### config.mk
export PLATFORM = sky130hd
export DESIGN_NAME = holonomic_wheel_mixer
export DESIGN_NICKNAME = d
export VERILOG_FILES = /design/src/design/hwm_pkg.sv /design/src/design/holonomic_wheel_mixer.sv
export VERILOG_INCLUDE_DIRS = /design/src /design/src/design
export SDC_FILE = /design/constraint.sdc
export NUM_CORES = 2
export LEC_CHECK = 0
export BUFFER_PORTS_ARGS = -buffer_cell sky130_fd_sc_hd__buf_2
export CORE_ASPECT_RATIO = 0.9
export CORE_MARGIN = 3
export CORE_UTILIZATION = 40
export CTS_CLUSTER_DIAMETER = 150
export DETAILED_ROUTE_END_ITERATION = 8
export SLEW_MARGIN = 20
export SYNTH_ARGS = -nofsm -noshare
export SYNTH_HDL_FRONTEND = slang
export SYNTH_SLANG_ARGS = --single-unit
### constraint.sdc
create_clock -name aclk -period 7.3 [get_ports aclk]
set_clock_uncertainty 0.05 [all_clocks]
set_input_delay 1.46 -clock aclk [delete_from_list [all_inputs] [get_ports aclk]]
set_output_delay 1.46 -clock aclk [all_outputs]
set_load 0.005 [all_outputs]
### src/design/holonomic_wheel_mixer_assert.svh
// Assertion macros shared by the holonomic wheel mixer RTL.
`ifndef HOLONOMIC_WHEEL_MIXER_ASSERT_SVH
`define HOLONOMIC_WHEEL_MIXER_ASSERT_SVH

`ifndef SYNTH

// The consequent must hold in the same cycle as the antecedent.
`define HWM_ASSERT_IMP(name, clk, rstn, ante, cons) \
    name: assert property (@(posedge clk) disable iff (!rstn) (ante) |-> (cons)) \
        else $error("holonomic_wheel_mixer: same-cycle check failed");

// The consequent must hold in the cycle after the antecedent.
`define HWM_ASSERT_NXT(name, clk, rstn, ante, cons) \
    name: assert property (@(posedge clk) disable iff (!rstn) (ante) |=> (cons)) \
        else $error("holonomic_wheel_mixer: next-cycle check failed");

`else

`define HWM_ASSERT_IMP(name, clk, rstn, ante, cons)
`define HWM_ASSERT_NXT(name, clk, rstn, ante, cons)

`endif

`endif

### src/design/hwm_pkg.sv
// Package with the constants, types and sine table of the holonomic wheel mixer.
`default_nettype none

package hwm_pkg;

    localparam int IN_W              = 9;
    localparam int ANG_W             = 9;
    localparam int IDX_W             = 7;
    localparam int DUTY_W            = 8;
    localparam int MAG_W             = 10;
    localparam int NUM_W             = 18;
    localparam int WHEELS            = 4;
    localparam int W_FL              = 0;
    localparam int W_FR              = 1;
    localparam int W_RL              = 2;
    localparam int W_RR              = 3;
    localparam int PWM_MAX           = 255;
    localparam int ANGLE_OFFSET      = 45;
    localparam int QUARTER_TURN      = 90;
    localparam int HALF_TURN         = 180;
    localparam int THREE_QUARTER     = 270;
    localparam int FULL_TURN         = 360;
    localparam int TABLE_Q_BITS      = 16;
    localparam int TRIG_FRAC_BITS_DEF = 15;
    localparam int DIV_STAGES        = 4;
    localparam int DIV_STEPS         = DUTY_W / DIV_STAGES;

    typedef logic [MAG_W-1:0]  mag_t;
    typedef logic [NUM_W-1:0]  num_t;
    typedef logic [DUTY_W-1:0] duty_t;
    typedef logic [IDX_W-1:0]  idx_t;

    // Sine of 0..90 degrees scaled by 2^16 and rounded.
    localparam int SINE_Q16 [0:QUARTER_TURN] = '{
        0, 1144, 2287, 3430, 4572, 5712, 6850, 7987, 9121, 10252,
        11380, 12505, 13626, 14743, 15855, 16962, 18064, 19161, 20252, 21336,
        22415, 23486, 24550, 25607, 26656, 27697, 28729, 29753, 30767, 31772,
        32768, 33754, 34729, 35694, 36647, 37590, 38521, 39440, 40348, 41243,
        42126, 42995, 43852, 44695, 45525, 46341, 47143, 47930, 48703, 49461,
        50204, 50931, 51643, 52339, 53020, 53684, 54332, 54963, 55578, 56175,
        56756, 57319, 57865, 58393, 58903, 59396, 59870, 60326, 60764, 61183,
        61584, 61966, 62329, 62672, 62997, 63303, 63589, 63856, 64104, 64332,
        64540, 64729, 64898, 65048, 65177, 65287, 65376, 65446, 65496, 65526,
        65536
    };

    // Table entry for k degrees reduced to frac_bits fraction bits, rounding half up.
    function automatic logic [TABLE_Q_BITS:0] trig_entry(input idx_t k, input int frac_bits);
        int t;
        int sh;
        begin
            t  = SINE_Q16[(k > idx_t'(QUARTER_TURN)) ? idx_t'(QUARTER_TURN) : k];
            sh = TABLE_Q_BITS - frac_bits;
            if (sh > 0) begin
                t = (t + (1 << (sh - 1))) >> sh;
            end
            trig_entry = (TABLE_Q_BITS + 1)'(t);
        end
    endfunction

endpackage

`default_nettype wire

### src/design/holonomic_wheel_mixer.sv
// Holonomic wheel mixer top level: drive command in, four wheel direction and duty values out.
// An accepted request passes through the register stages to its result on the m_ channel.
// One request per cycle unless stalled; each stage has its own valid bit, so bubbles close up.
// The depth is set by the eleven register stages, four of which form the rescale divider.
// aresetn is synchronous and active low; it clears only the stage valid bits.
`default_nettype none
`include "holonomic_wheel_mixer_assert.svh"

module holonomic_wheel_mixer #(
    parameter int TRIG_FRAC_BITS = hwm_pkg::TRIG_FRAC_BITS_DEF
) (
    input  logic                              aclk,
    input  logic                              aresetn,
    input  logic                              s_valid,
    output logic                              s_ready,
    input  logic signed [hwm_pkg::IN_W-1:0]   s_drive_speed,
    input  logic        [hwm_pkg::ANG_W-1:0]  s_heading_deg,
    input  logic signed [hwm_pkg::IN_W-1:0]   s_turn_rate,
    output logic                              m_valid,
    input  logic                              m_ready,
    output logic                              m_dir_front_left,
    output logic        [hwm_pkg::DUTY_W-1:0] m_duty_front_left,
    output logic                              m_dir_front_right,
    output logic        [hwm_pkg::DUTY_W-1:0] m_duty_front_right,
    output logic                              m_dir_rear_left,
    output logic        [hwm_pkg::DUTY_W-1:0] m_duty_rear_left,
    output logic                              m_dir_rear_right,
    output logic        [hwm_pkg::DUTY_W-1:0] m_duty_rear_right
);
    import hwm_pkg::*;

    // Signed trig values carry one integer bit and a sign bit on top of the fraction.
    localparam int TRIG_W = TRIG_FRAC_BITS + 2;
    localparam int PROD_W = TRIG_W + IN_W;
    localparam int SUM_W  = PROD_W + 1;

    // Stage numbering. The divider occupies the stages after ST_MAX.
    localparam int ST_ANG  = 1;
    localparam int ST_QUAD = 2;
    localparam int ST_TRIG = 3;
    localparam int ST_MUL  = 4;
    localparam int ST_MIX  = 5;
    localparam int ST_MAX  = 6;
    localparam int ST_OUT  = ST_MAX + DIV_STAGES + 1;

    // ------------------------------------------------------------------
    // Flow control. A stage loads whenever it is empty or its contents
    // move on in the same cycle, so a stall at the output only backs up
    // as far as the first empty stage and a request can still be taken
    // while a finished result waits.
    // ------------------------------------------------------------------
    logic [ST_OUT:1]   vld_reg;
    logic [ST_OUT:1]   vld_in;
    logic [ST_OUT+1:1] rdy;

    assign vld_in         = {vld_reg[ST_OUT-1:1], s_valid};
    assign rdy[ST_OUT+1]  = m_ready;

    for (genvar k = 1; k <= ST_OUT; k++) begin : g_rdy
        assign rdy[k] = !vld_reg[k] || rdy[k+1];
    end

    always_ff @(posedge aclk) begin
        if (!aresetn) begin
            vld_reg <= '0;
        end else begin
            for (int k = 1; k <= ST_OUT; k++) begin
                if (rdy[k]) begin
                    vld_reg[k] <= vld_in[k];
                end
            end
        end
    end

    assign s_ready = rdy[ST_ANG];
    assign m_valid = vld_reg[ST_OUT];

    // ------------------------------------------------------------------
    // Stage 1: angle = heading + 45 degrees, wrapped once into 0..359.
    // Headings up to 511 are accepted, so one subtraction always suffices.
    // ------------------------------------------------------------------
    logic [ANG_W:0]          ang_sum;
    logic [ANG_W-1:0]        ang_next;
    logic [ANG_W-1:0]        ang_reg;
    logic signed [IN_W-1:0]  speed1_reg;
    logic signed [IN_W-1:0]  rot1_reg;

    assign ang_sum  = {1'b0, s_heading_deg} + (ANG_W+1)'(ANGLE_OFFSET);
    assign ang_next = (ang_sum >= (ANG_W+1)'(FULL_TURN))
                    ? ANG_W'(ang_sum - (ANG_W+1)'(FULL_TURN))
                    : ang_sum[ANG_W-1:0];

    always_ff @(posedge aclk) begin
        if (rdy[ST_ANG]) begin
            ang_reg    <= ang_next;
            speed1_reg <= s_drive_speed;
            rot1_reg   <= s_turn_rate;
        end
    end

    // ------------------------------------------------------------------
    // Stage 2: split the angle into a quadrant and a remainder. The cosine
    // uses the same remainder one quadrant further on, since
    // cos(a) = sin(a + 90). Odd quadrants read the table mirrored.
    // ------------------------------------------------------------------
    logic [1:0]             quad;
    logic [1:0]             cquad;
    logic [ANG_W-1:0]       ang_rem;
    idx_t                   rem_idx;
    idx_t                   idx_s_next;
    idx_t                   idx_c_next;
    idx_t                   idx_s_reg;
    idx_t                   idx_c_reg;
    logic                   neg_s_reg;
    logic                   neg_c_reg;
    logic signed [IN_W-1:0] speed2_reg;
    logic signed [IN_W-1:0] rot2_reg;

    always_comb begin
        if (ang_reg >= ANG_W'(THREE_QUARTER)) begin
            quad    = 2'd3;
            ang_rem = ang_reg - ANG_W'(THREE_QUARTER);
        end else if (ang_reg >= ANG_W'(HALF_TURN)) begin
            quad    = 2'd2;
            ang_rem = ang_reg - ANG_W'(HALF_TURN);
        end else if (ang_reg >= ANG_W'(QUARTER_TURN)) begin
            quad    = 2'd1;
            ang_rem = ang_reg - ANG_W'(QUARTER_TURN);
        end else begin
            quad    = 2'd0;
            ang_rem = ang_reg;
        end
        cquad      = quad + 2'd1;
        rem_idx    = ang_rem[IDX_W-1:0];
        idx_s_next = quad[0]  ? idx_t'(QUARTER_TURN) - rem_idx : rem_idx;
        idx_c_next = cquad[0] ? idx_t'(QUARTER_TURN) - rem_idx : rem_idx;
    end

    always_ff @(posedge aclk) begin
        if (rdy[ST_QUAD]) begin
            idx_s_reg  <= idx_s_next;
            idx_c_reg  <= idx_c_next;
            neg_s_reg  <= quad[1];
            neg_c_reg  <= cquad[1];
            speed2_reg <= speed1_reg;
            rot2_reg   <= rot1_reg;
        end
    end

    // ------------------------------------------------------------------
    // Stage 3: quarter-wave table lookup and sign for sine and cosine.
    // ------------------------------------------------------------------
    logic [TABLE_Q_BITS:0]    ent_s;
    logic [TABLE_Q_BITS:0]    ent_c;
    logic signed [TRIG_W-1:0] pos_s;
    logic signed [TRIG_W-1:0] pos_c;
    logic signed [TRIG_W-1:0] sin_next;
    logic signed [TRIG_W-1:0] cos_next;
    logic signed [TRIG_W-1:0] sin_reg;
    logic signed [TRIG_W-1:0] cos_reg;
    logic signed [IN_W-1:0]   speed3_reg;
    logic signed [IN_W-1:0]   rot3_reg;

    assign ent_s    = trig_entry(idx_s_reg, TRIG_FRAC_BITS);
    assign ent_c    = trig_entry(idx_c_reg, TRIG_FRAC_BITS);
    assign pos_s    = TRIG_W'(ent_s[TRIG_FRAC_BITS:0]);
    assign pos_c    = TRIG_W'(ent_c[TRIG_FRAC_BITS:0]);
    assign sin_next = neg_s_reg ? -pos_s : pos_s;
    assign cos_next = neg_c_reg ? -pos_c : pos_c;

    always_ff @(posedge aclk) begin
        if (rdy[ST_TRIG]) begin
            sin_reg    <= sin_next;
            cos_reg    <= cos_next;
            speed3_reg <= speed2_reg;
            rot3_reg   <= rot2_reg;
        end
    end

    // ------------------------------------------------------------------
    // Stage 4: speed times sine and speed times cosine, kept exact.
    // ------------------------------------------------------------------
    logic signed [PROD_W-1:0] ps_next;
    logic signed [PROD_W-1:0] pc_next;
    logic signed [PROD_W-1:0] ps_reg;
    logic signed [PROD_W-1:0] pc_reg;
    logic signed [IN_W-1:0]   rot4_reg;

    assign ps_next = PROD_W'(speed3_reg) * PROD_W'(sin_reg);
    assign pc_next = PROD_W'(speed3_reg) * PROD_W'(cos_reg);

    always_ff @(posedge aclk) begin
        if (rdy[ST_MUL]) begin
            ps_reg   <= ps_next;
            pc_reg   <= pc_next;
            rot4_reg <= rot3_reg;
        end
    end

    // ------------------------------------------------------------------
    // Stage 5: add or subtract the rotation at the same scale, then drop
    // the fraction toward zero by working on sign and magnitude. A mix
    // that truncates to zero counts as nonnegative.
    // ------------------------------------------------------------------
    logic signed [SUM_W-1:0] rs;
    logic signed [SUM_W-1:0] mix_sum [WHEELS];
    logic [SUM_W-1:0]        mix_abs [WHEELS];
    logic [SUM_W-1:0]        mix_shr [WHEELS];
    mag_t                    mag5_next [WHEELS];
    logic [WHEELS-1:0]       neg5_next;
    mag_t                    mag5_reg [WHEELS];
    logic [WHEELS-1:0]       neg5_reg;

    assign rs = SUM_W'(rot4_reg) <<< TRIG_FRAC_BITS;

    always_comb begin
        for (int i = 0; i < WHEELS; i++) begin
            // Front-left and rear-right mix the sine, the other two the cosine.
            if (i == W_FR || i == W_RL) begin
                mix_sum[i] = SUM_W'(pc_reg);
            end else begin
                mix_sum[i] = SUM_W'(ps_reg);
            end
            if (i == W_FR || i == W_RR) begin
                mix_sum[i] = mix_sum[i] - rs;
            end else begin
                mix_sum[i] = mix_sum[i] + rs;
            end
            mix_abs[i]   = mix_sum[i][SUM_W-1] ? SUM_W'(-mix_sum[i]) : SUM_W'(mix_sum[i]);
            mix_shr[i]   = mix_abs[i] >> TRIG_FRAC_BITS;
            mag5_next[i] = mix_shr[i][MAG_W-1:0];
            neg5_next[i] = mix_sum[i][SUM_W-1] && (mag5_next[i] != '0);
        end
    end

    always_ff @(posedge aclk) begin
        if (rdy[ST_MIX]) begin
            mag5_reg <= mag5_next;
            neg5_reg <= neg5_next;
        end
    end

    // ------------------------------------------------------------------
    // Stage 6: largest magnitude, rescale decision and the dividend
    // 255 * |v| for each wheel. This is entry 0 of the divider arrays.
    // ------------------------------------------------------------------
    num_t              rem_reg  [DIV_STAGES+1][WHEELS];
    duty_t             quo_reg  [DIV_STAGES+1][WHEELS];
    mag_t              dmag_reg [DIV_STAGES+1][WHEELS];
    logic [WHEELS-1:0] dneg_reg [DIV_STAGES+1];
    mag_t              dmax_reg [DIV_STAGES+1];
    logic [DIV_STAGES:0] scale_reg;

    mag_t max01;
    mag_t max23;
    mag_t max_all;
    num_t num_next [WHEELS];

    num_t  rem_next [DIV_STAGES+1][WHEELS];
    duty_t quo_next [DIV_STAGES+1][WHEELS];

    assign max01   = (mag5_reg[W_FL] > mag5_reg[W_FR]) ? mag5_reg[W_FL] : mag5_reg[W_FR];
    assign max23   = (mag5_reg[W_RL] > mag5_reg[W_RR]) ? mag5_reg[W_RL] : mag5_reg[W_RR];
    assign max_all = (max01 > max23) ? max01 : max23;

    always_comb begin
        for (int i = 0; i < WHEELS; i++) begin
            num_next[i] = (NUM_W'(mag5_reg[i]) << DUTY_W) - NUM_W'(mag5_reg[i]);
        end
    end

    // ------------------------------------------------------------------
    // Divider: restoring division of 255 * |v| by the maximum, two
    // quotient bits per stage, most significant first. Since |v| never
    // exceeds the maximum the quotient fits in eight bits.
    // ------------------------------------------------------------------
    always_comb begin
        num_t  r;
        duty_t q;
        num_t  d;
        int    bp;
        for (int i = 0; i < WHEELS; i++) begin
            rem_next[0][i] = num_next[i];
            quo_next[0][i] = '0;
        end
        for (int j = 1; j <= DIV_STAGES; j++) begin
            for (int i = 0; i < WHEELS; i++) begin
                r = rem_reg[j-1][i];
                q = quo_reg[j-1][i];
                for (int t = 0; t < DIV_STEPS; t++) begin
                    bp = DUTY_W - 1 - (j - 1) * DIV_STEPS - t;
                    d  = NUM_W'(dmax_reg[j-1]) << bp;
                    if (r >= d) begin
                        r     = r - d;
                        q[bp] = 1'b1;
                    end
                end
                rem_next[j][i] = r;
                quo_next[j][i] = q;
            end
        end
    end

    always_ff @(posedge aclk) begin
        if (rdy[ST_MAX]) begin
            dmag_reg[0]  <= mag5_reg;
            dneg_reg[0]  <= neg5_reg;
            dmax_reg[0]  <= max_all;
            scale_reg[0] <= (max_all > MAG_W'(PWM_MAX));
        end
        for (int j = 0; j <= DIV_STAGES; j++) begin
            if (rdy[ST_MAX + j]) begin
                rem_reg[j] <= rem_next[j];
                quo_reg[j] <= quo_next[j];
            end
        end
        for (int j = 1; j <= DIV_STAGES; j++) begin
            if (rdy[ST_MAX + j]) begin
                dmag_reg[j]  <= dmag_reg[j-1];
                dneg_reg[j]  <= dneg_reg[j-1];
                dmax_reg[j]  <= dmax_reg[j-1];
                scale_reg[j] <= scale_reg[j-1];
            end
        end
    end

    // ------------------------------------------------------------------
    // Output stage: pick the rescaled or the plain magnitude and set the
    // direction pins. A negative mix that rescales to zero becomes zero
    // and so nonnegative. The right-hand motors are wired reversed.
    // ------------------------------------------------------------------
    duty_t             duty_next [WHEELS];
    logic [WHEELS-1:0] negf;
    duty_t             duty_reg  [WHEELS];
    logic [WHEELS-1:0] dir_reg;
    logic [WHEELS-1:0] dir_next;

    always_comb begin
        for (int i = 0; i < WHEELS; i++) begin
            if (scale_reg[DIV_STAGES]) begin
                duty_next[i] = quo_reg[DIV_STAGES][i];
                negf[i]      = dneg_reg[DIV_STAGES][i] && (quo_reg[DIV_STAGES][i] != '0);
            end else begin
                duty_next[i] = dmag_reg[DIV_STAGES][i][DUTY_W-1:0];
                negf[i]      = dneg_reg[DIV_STAGES][i];
            end
        end
        dir_next[W_FL] = negf[W_FL];
        dir_next[W_FR] = !negf[W_FR];
        dir_next[W_RL] = negf[W_RL];
        dir_next[W_RR] = !negf[W_RR];
    end

    always_ff @(posedge aclk) begin
        if (rdy[ST_OUT]) begin
            duty_reg <= duty_next;
            dir_reg  <= dir_next;
        end
    end

    assign m_dir_front_left   = dir_reg[W_FL];
    assign m_duty_front_left  = duty_reg[W_FL];
    assign m_dir_front_right  = dir_reg[W_FR];
    assign m_duty_front_right = duty_reg[W_FR];
    assign m_dir_rear_left    = dir_reg[W_RL];
    assign m_duty_rear_left   = duty_reg[W_RL];
    assign m_dir_rear_right   = dir_reg[W_RR];
    assign m_duty_rear_right  = duty_reg[W_RR];

    // ------------------------------------------------------------------
    // Checks on the pipeline's own logic.
    // ------------------------------------------------------------------

    // An accepted request always occupies the first stage next cycle.
    `HWM_ASSERT_NXT(a_accept_lands, aclk, aresetn, s_valid && s_ready, vld_reg[ST_ANG])

    // Without rescaling every magnitude already fits the duty width.
    `HWM_ASSERT_IMP(a_plain_fits, aclk, aresetn, vld_reg[ST_OUT-1] && !scale_reg[DIV_STAGES], (dmag_reg[DIV_STAGES][W_FL][MAG_W-1:DUTY_W] == '0) && (dmag_reg[DIV_STAGES][W_FR][MAG_W-1:DUTY_W] == '0) && (dmag_reg[DIV_STAGES][W_RL][MAG_W-1:DUTY_W] == '0) && (dmag_reg[DIV_STAGES][W_RR][MAG_W-1:DUTY_W] == '0))

    // After the last divider stage each remainder is below the divisor.
    `HWM_ASSERT_IMP(a_div_done, aclk, aresetn, vld_reg[ST_OUT-1] && scale_reg[DIV_STAGES], (rem_reg[DIV_STAGES][W_FL] < NUM_W'(dmax_reg[DIV_STAGES])) && (rem_reg[DIV_STAGES][W_FR] < NUM_W'(dmax_reg[DIV_STAGES])) && (rem_reg[DIV_STAGES][W_RL] < NUM_W'(dmax_reg[DIV_STAGES])) && (rem_reg[DIV_STAGES][W_RR] < NUM_W'(dmax_reg[DIV_STAGES])))

endmodule

`default_nettype wire

After elaboration in Yosys (flattened, before gate mapping)

Memory sizes are Yosys's and may differ from the RTL's.
Index checks and enable logic that the tools add are counted.

Memories kept: 7
Output and inout bits: 38
Memory bits (read-only): 8192
Flip-flop bits (word level): 270
RAM bits: 790

Memories:

| memory          | words | width | read ports | clocked after Yosys merged registers in | wr ports | RTL line                     | text |
|---|---|---|---|---|---|---|---|
| (no name shown) | 128   | 32    | 1          | 0                                       | 0        | hwm_pkg.sv:52                | `t = SINE_Q16[(k > idx_t'(QUARTER_TURN)) ? idx_t'(QUARTER_TURN) : k];` |
| (no name shown) | 128   | 32    | 1          | 0                                       | 0        | hwm_pkg.sv:52                |  |
| rem_reg         | 5     | 72    | 4          | 0                                       | 5        | holonomic_wheel_mixer.sv:247 | `num_t rem_reg [DIV_STAGES+1][WHEELS];` |
| dmag_reg        | 5     | 40    | 5          | 0                                       | 5        | holonomic_wheel_mixer.sv:249 | `mag_t dmag_reg [DIV_STAGES+1][WHEELS];` |
| quo_reg         | 5     | 32    | 5          | 0                                       | 5        | holonomic_wheel_mixer.sv:248 | `duty_t quo_reg [DIV_STAGES+1][WHEELS];` |
| dmax_reg        | 5     | 10    | 4          | 0                                       | 5        | holonomic_wheel_mixer.sv:251 | `mag_t dmax_reg [DIV_STAGES+1];` |
| 1 more memories | -     | -     | -          | -                                       | -        | -                            |  |

Bitwise operators: 2
Reductions and logical operators: 40
Multiply operators: 2
Add/sub/neg operators: 55
Magnitude comparators: 44
Muxes and demuxes: 106

Operator list:

| operator                                         | count |
|---|---|
| 18-bit 2-to-1 mux                                | 32 |
| 18-bit by 10-bit subtractor with 18-bit output   | 8 |
| 25-bit 2-to-1 mux                                | 4 |
| 25-bit negation                                  | 4 |
| 18-bit by 10-bit >= comparator with 1-bit output | 4 |
| 18-bit by 11-bit >= comparator with 1-bit output | 4 |
| 18-bit by 12-bit >= comparator with 1-bit output | 4 |
| 18-bit by 13-bit >= comparator with 1-bit output | 4 |
| 18-bit by 14-bit >= comparator with 1-bit output | 4 |
| 18-bit by 15-bit >= comparator with 1-bit output | 4 |
| 18-bit by 16-bit >= comparator with 1-bit output | 4 |
| 18-bit by 17-bit >= comparator with 1-bit output | 4 |
| 18-bit by 11-bit subtractor with 18-bit output   | 4 |
| 18-bit by 12-bit subtractor with 18-bit output   | 4 |
| 18-bit by 13-bit subtractor with 18-bit output   | 4 |
| 18-bit by 14-bit subtractor with 18-bit output   | 4 |
| 18-bit by 15-bit subtractor with 18-bit output   | 4 |
| 18-bit by 16-bit subtractor with 18-bit output   | 4 |
| 18-bit by 17-bit subtractor with 18-bit output   | 4 |
| 17-bit 2-to-1 mux                                | 4 |
| 26-bit by 24-bit adder with 27-bit output        | 2 |
| 26-bit by 24-bit subtractor with 27-bit output   | 2 |
| 9-bit by 17-bit multiplier with 26-bit output    | 2 |
| 7-bit 2-to-1 mux                                 | 7 |
| other kinds (29)                                 | 124 |

Longest topological paths before layout

Depth after elaboration: 12
Gate-level depth with buffers: 26
Depth with buffers taken out: 23

Worst setup path before layout

OpenSTA, ideal clock, no wires.

Kind: in2reg
Start point: input m_ready
End point: memory dmag_reg[0][11] (netlist bit), enable pin
Path slack: 0.976 ns
Data arrival time: 5.805 ns
Buffers on the path: 0
Stages on the path: 6
Required time: 6.782 ns
Cells stage by stage: nor2b_1 and2_1 inv_1 nor2_1 and2_1 inv_1

RTL lines:

| item        | RTL line                     | text |
|---|---|---|
| from (decl) | holonomic_wheel_mixer.sv:20  | `input logic m_ready,` |
| to (decl)   | holonomic_wheel_mixer.sv:249 |  |

Worst setup path in the final report

Start point: register speed3_reg[1]
End point: register ps_reg[23] (data pin)

Longest elaborated chain between the ends: 1

RTL lines:

| item                                          | RTL line                     | text |
|---|---|---|
| from (decl)                                   | holonomic_wheel_mixer.sv:161 | `logic signed [IN_W-1:0] speed3_reg;` |
| from (signal assigned)                        | holonomic_wheel_mixer.sv:175 | `speed3_reg <= speed2_reg;` |
| 9-bit by 17-bit multiplier with 26-bit output | holonomic_wheel_mixer.sv:189 | `assign ps_next = PROD_W'(speed3_reg) * PROD_W'(sin_reg);` |
| via ps_next[23]                               | holonomic_wheel_mixer.sv:183 | `logic signed [PROD_W-1:0] ps_next;` |
| to (signal assigned)                          | holonomic_wheel_mixer.sv:194 | `ps_reg <= ps_next;` |
| to (decl)                                     | holonomic_wheel_mixer.sv:185 | `logic signed [PROD_W-1:0] ps_reg;` |

The timed path passes the listed nets, and every way through them passes these cells.
A chain may end at the register's enable or synchronous reset.

==> key figures <==
Floorplanning
  – Die height: 390 µm
  – Row Count: 140
  – IO Count: 69
  – DIE AREA: 168000 µm²
  – Starting Density: 40.3%
  – Core area: 162000 µm²
  – Die Width: 432 µm

Timing
  – F_max: 0.149 GHz
  – Tmin final: 6.72 ns
  – Final setup vio count: 0
  – Final Cycle Share: 92.1%
  – Final hold viol count: 0
  – Unrepaired setup endpoints after global routing: no
  – Slew Limit Fails: 0
  – Worst Tran Pin Value: 1.01 ns
  – Setup TNS: 0 ns
  – Slew Limit Headroom: 32.4%

Worst setup path
  – CP endpoint kind: register
  – Startpoint Class: register
  – WS Path Type: reg -> reg
  – CP arrival: 7.13 ns
  – CP required: 7.71 ns
  – Crit-path max FO: 23

Synth
  – Number of synthesized register bits: 841
  – Top cells by area, synth: edfxtp_1 (38%), ha_1 (10%), fa_1 (8.7%)
  – Mapped Nets: 7249
  – Cells after synthesis: 6399
  – Post-synthesis cell area: 65400 µm²
  – Top-area cell type share of the netlist area: 38.1%
  – Syn Area/Cell: 10.2 µm²
  – Ys Warns: 0
  – Yosys cell types: 102
  – Number of enable flip-flop cells after synthesis: 830
  – Leading area contributor after synthesis: edfxtp_1
  – Ys async rst share: 0%
  – Synth Flop Type: edfxtp_1
  – Register area share after synthesis: 38.4%

Global route
  – Vias in the first global route: 47300
  – Initial antenna violation count: 3
  – Grt ovf: 0
  – GRT Total Usage: 20.3%
  – First-pass GRT wire length: 271 mm
  – Largest net degree at the start of global routing: 83

Routing
  – Post-DR vias/cell: 5.57
  – Final ANT Viol Nets: 0
  – Residual DRC: 0
  – Drt wl/cell: 19.9 µm
  – Initial DRC Count: 3713
  – Drt first pass iters: 6
  – Vias: 48300
  – Final wirelength: 173 mm

Final layout
  – Most frequent cells in the layout: edfxtp_1 (830), inv_1 (543), ha_1 (535)
  – Area of the multi-input gates: 37300 µm²
  – Share of layout cells above drive strength 1: 7.96%
  – Post-route cell area: 71500 µm²
  – Largest register FFs: 288
  – Flip-flop and latch area: 25100 µm²
  – Syn-to-layout area delta: 9.28%
  – Commonest non-fill, non-tap cell in the layout: edfxtp_1
  – Fillers: 15400
  – Final nets: 7314

CTS
  – CTS Root Cell: clkbuf_16
  – Post-CTS Setup Bufs: 0
  – Post-cts gate resize count: 0
  – CTS Buf Count: 92
  – CTS tree: done
  – CTS sink cnt: 841
  – Clk Latency, worst-skew pair: 0.71 ns
  – CTS clk-pin slew, worst paths: 0.07 ns
  – H-tree level count: 3
  – Maximum number of buffers from clock root to sink: 3
  – Hold_buf cts: 0

Outcome
  – Status: finished, final reports clean

Placement
  – Placed cell areas: 68400 µm²
  – Final HPWL DP: 134 mm
  – Gpl congestion: 0.932
  – Number of port buffers: 68

Worst hold path
  – HP Class: reg -> reg

Job
  – Max-Cap Viols: 0
==> routing by layer <==
metal	part of all wire, %	vias to the layer above	wire length (µm)	track usage (%)
met5	0.0075	-	13	0
li1	-	23200	-	-
met3	5.4	281	9340	2.49
met1	46	23300	80300	29.1
met2	45	1454	77800	32.2
met4	3.1	2	5280	6.01
==> cell usage after synthesis, drive strengths merged, types with 35 or more instances <==
cell    number
a211oi      66
a21boi      35
a21o       127
a21oi      421
a31oi       39
and2       186
and3        43
buf         80
clkbuf     128
edfxtp     830
fa         284
ha         535
inv        548
mux2       115
mux2i       58
nand2      511
nand2b      93
nand3      107
nand4       81
nor2       397
nor2b      107
nor3       120
nor4        62
o21a        50
o21ai      320
o21bai      36
o31ai       63
or3         42
xnor2      340
xor2       127
==> worst max-delay path, stage by stage, from the launching register on <==
cell,delay (ns)
edfxtp_1,0.96
nand2_1,0.17
fa_1,0.51
fa_1,0.51
inv_1,0.04
ha_1,0.27
inv_1,0.05
fa_1,0.47
inv_1,0.04
ha_1,0.27
ha_1,0.22
fa_1,0.47
a21o_1,0.19
a21oi_1,0.22
o21ai_0,0.17
o41ai_1,0.30
buf_4,0.21
o21ai_0,0.12
o31ai_1,0.48
o21ai_0,0.22
a31oi_1,0.25
nor2b_1,0.18
xnor2_1,0.09
==> area by class of cell <==
| cell class | count | share of cell area, % |
|---|---|---|
| Antenna cell | 1 | 0.00350 |
| Clock buffer | 104 | 3.31 |
| Clock inverter | 69 | 0.972 |
| Inverter | 553 | 2.91 |
| Multi-Input combinational cell | 4797 | 52.2 |
| Sequential cell | 841 | 35.2 |
| Tap cell | 2130 | 3.73 |
| Timing Repair Buffer | 179 | 1.68 |
==> through the flow <==
stage	utilization [%]	hold slack (ns)	std cells	setup WS [ns]
after global routing	44.1	0.368	8673	0.141
after detailed placement	42.2	0.355	8500	0.602
after floorplan	-	0.350	6399	0.976
after global placement	42.2	0.352	8500	0.688
final	44.1	0.354	8674	0.580
after CTS	44.1	0.354	8673	0.568
==> path summary, 6_finish.rpt <==
check	start	end	slack (ns)	cells after the start
max	speed3_reg[1]	ps_reg[23]	0.58	22
min	quo_reg[0][92]	quo_reg[0][124]	0.35	0
max reg2reg	speed3_reg[1]	ps_reg[23]	0.58	22
min reg2reg	quo_reg[0][92]	quo_reg[0][124]	0.35	0
==> cell families (layout without fill, tap and decap cells) <==
group | Yosys count | in the layout | share of synthesized area, %
simple gates | 1877 | 1877 | 14.4
compound gates | 1458 | 1458 | 14.5
flops | 841 | 841 | 38.4
fa+ha+maj | 822 | 822 | 19.0
buf+inv | 761 | 905 | 4.57
xor+xnor | 467 | 467 | 6.25
mux | 173 | 173 | 2.87
other cells | 0 | 1 | 0
Power is left out: the tool's default activity adds up to more than one toggle a clock period on the data nets, which glitch-free logic cannot reach.
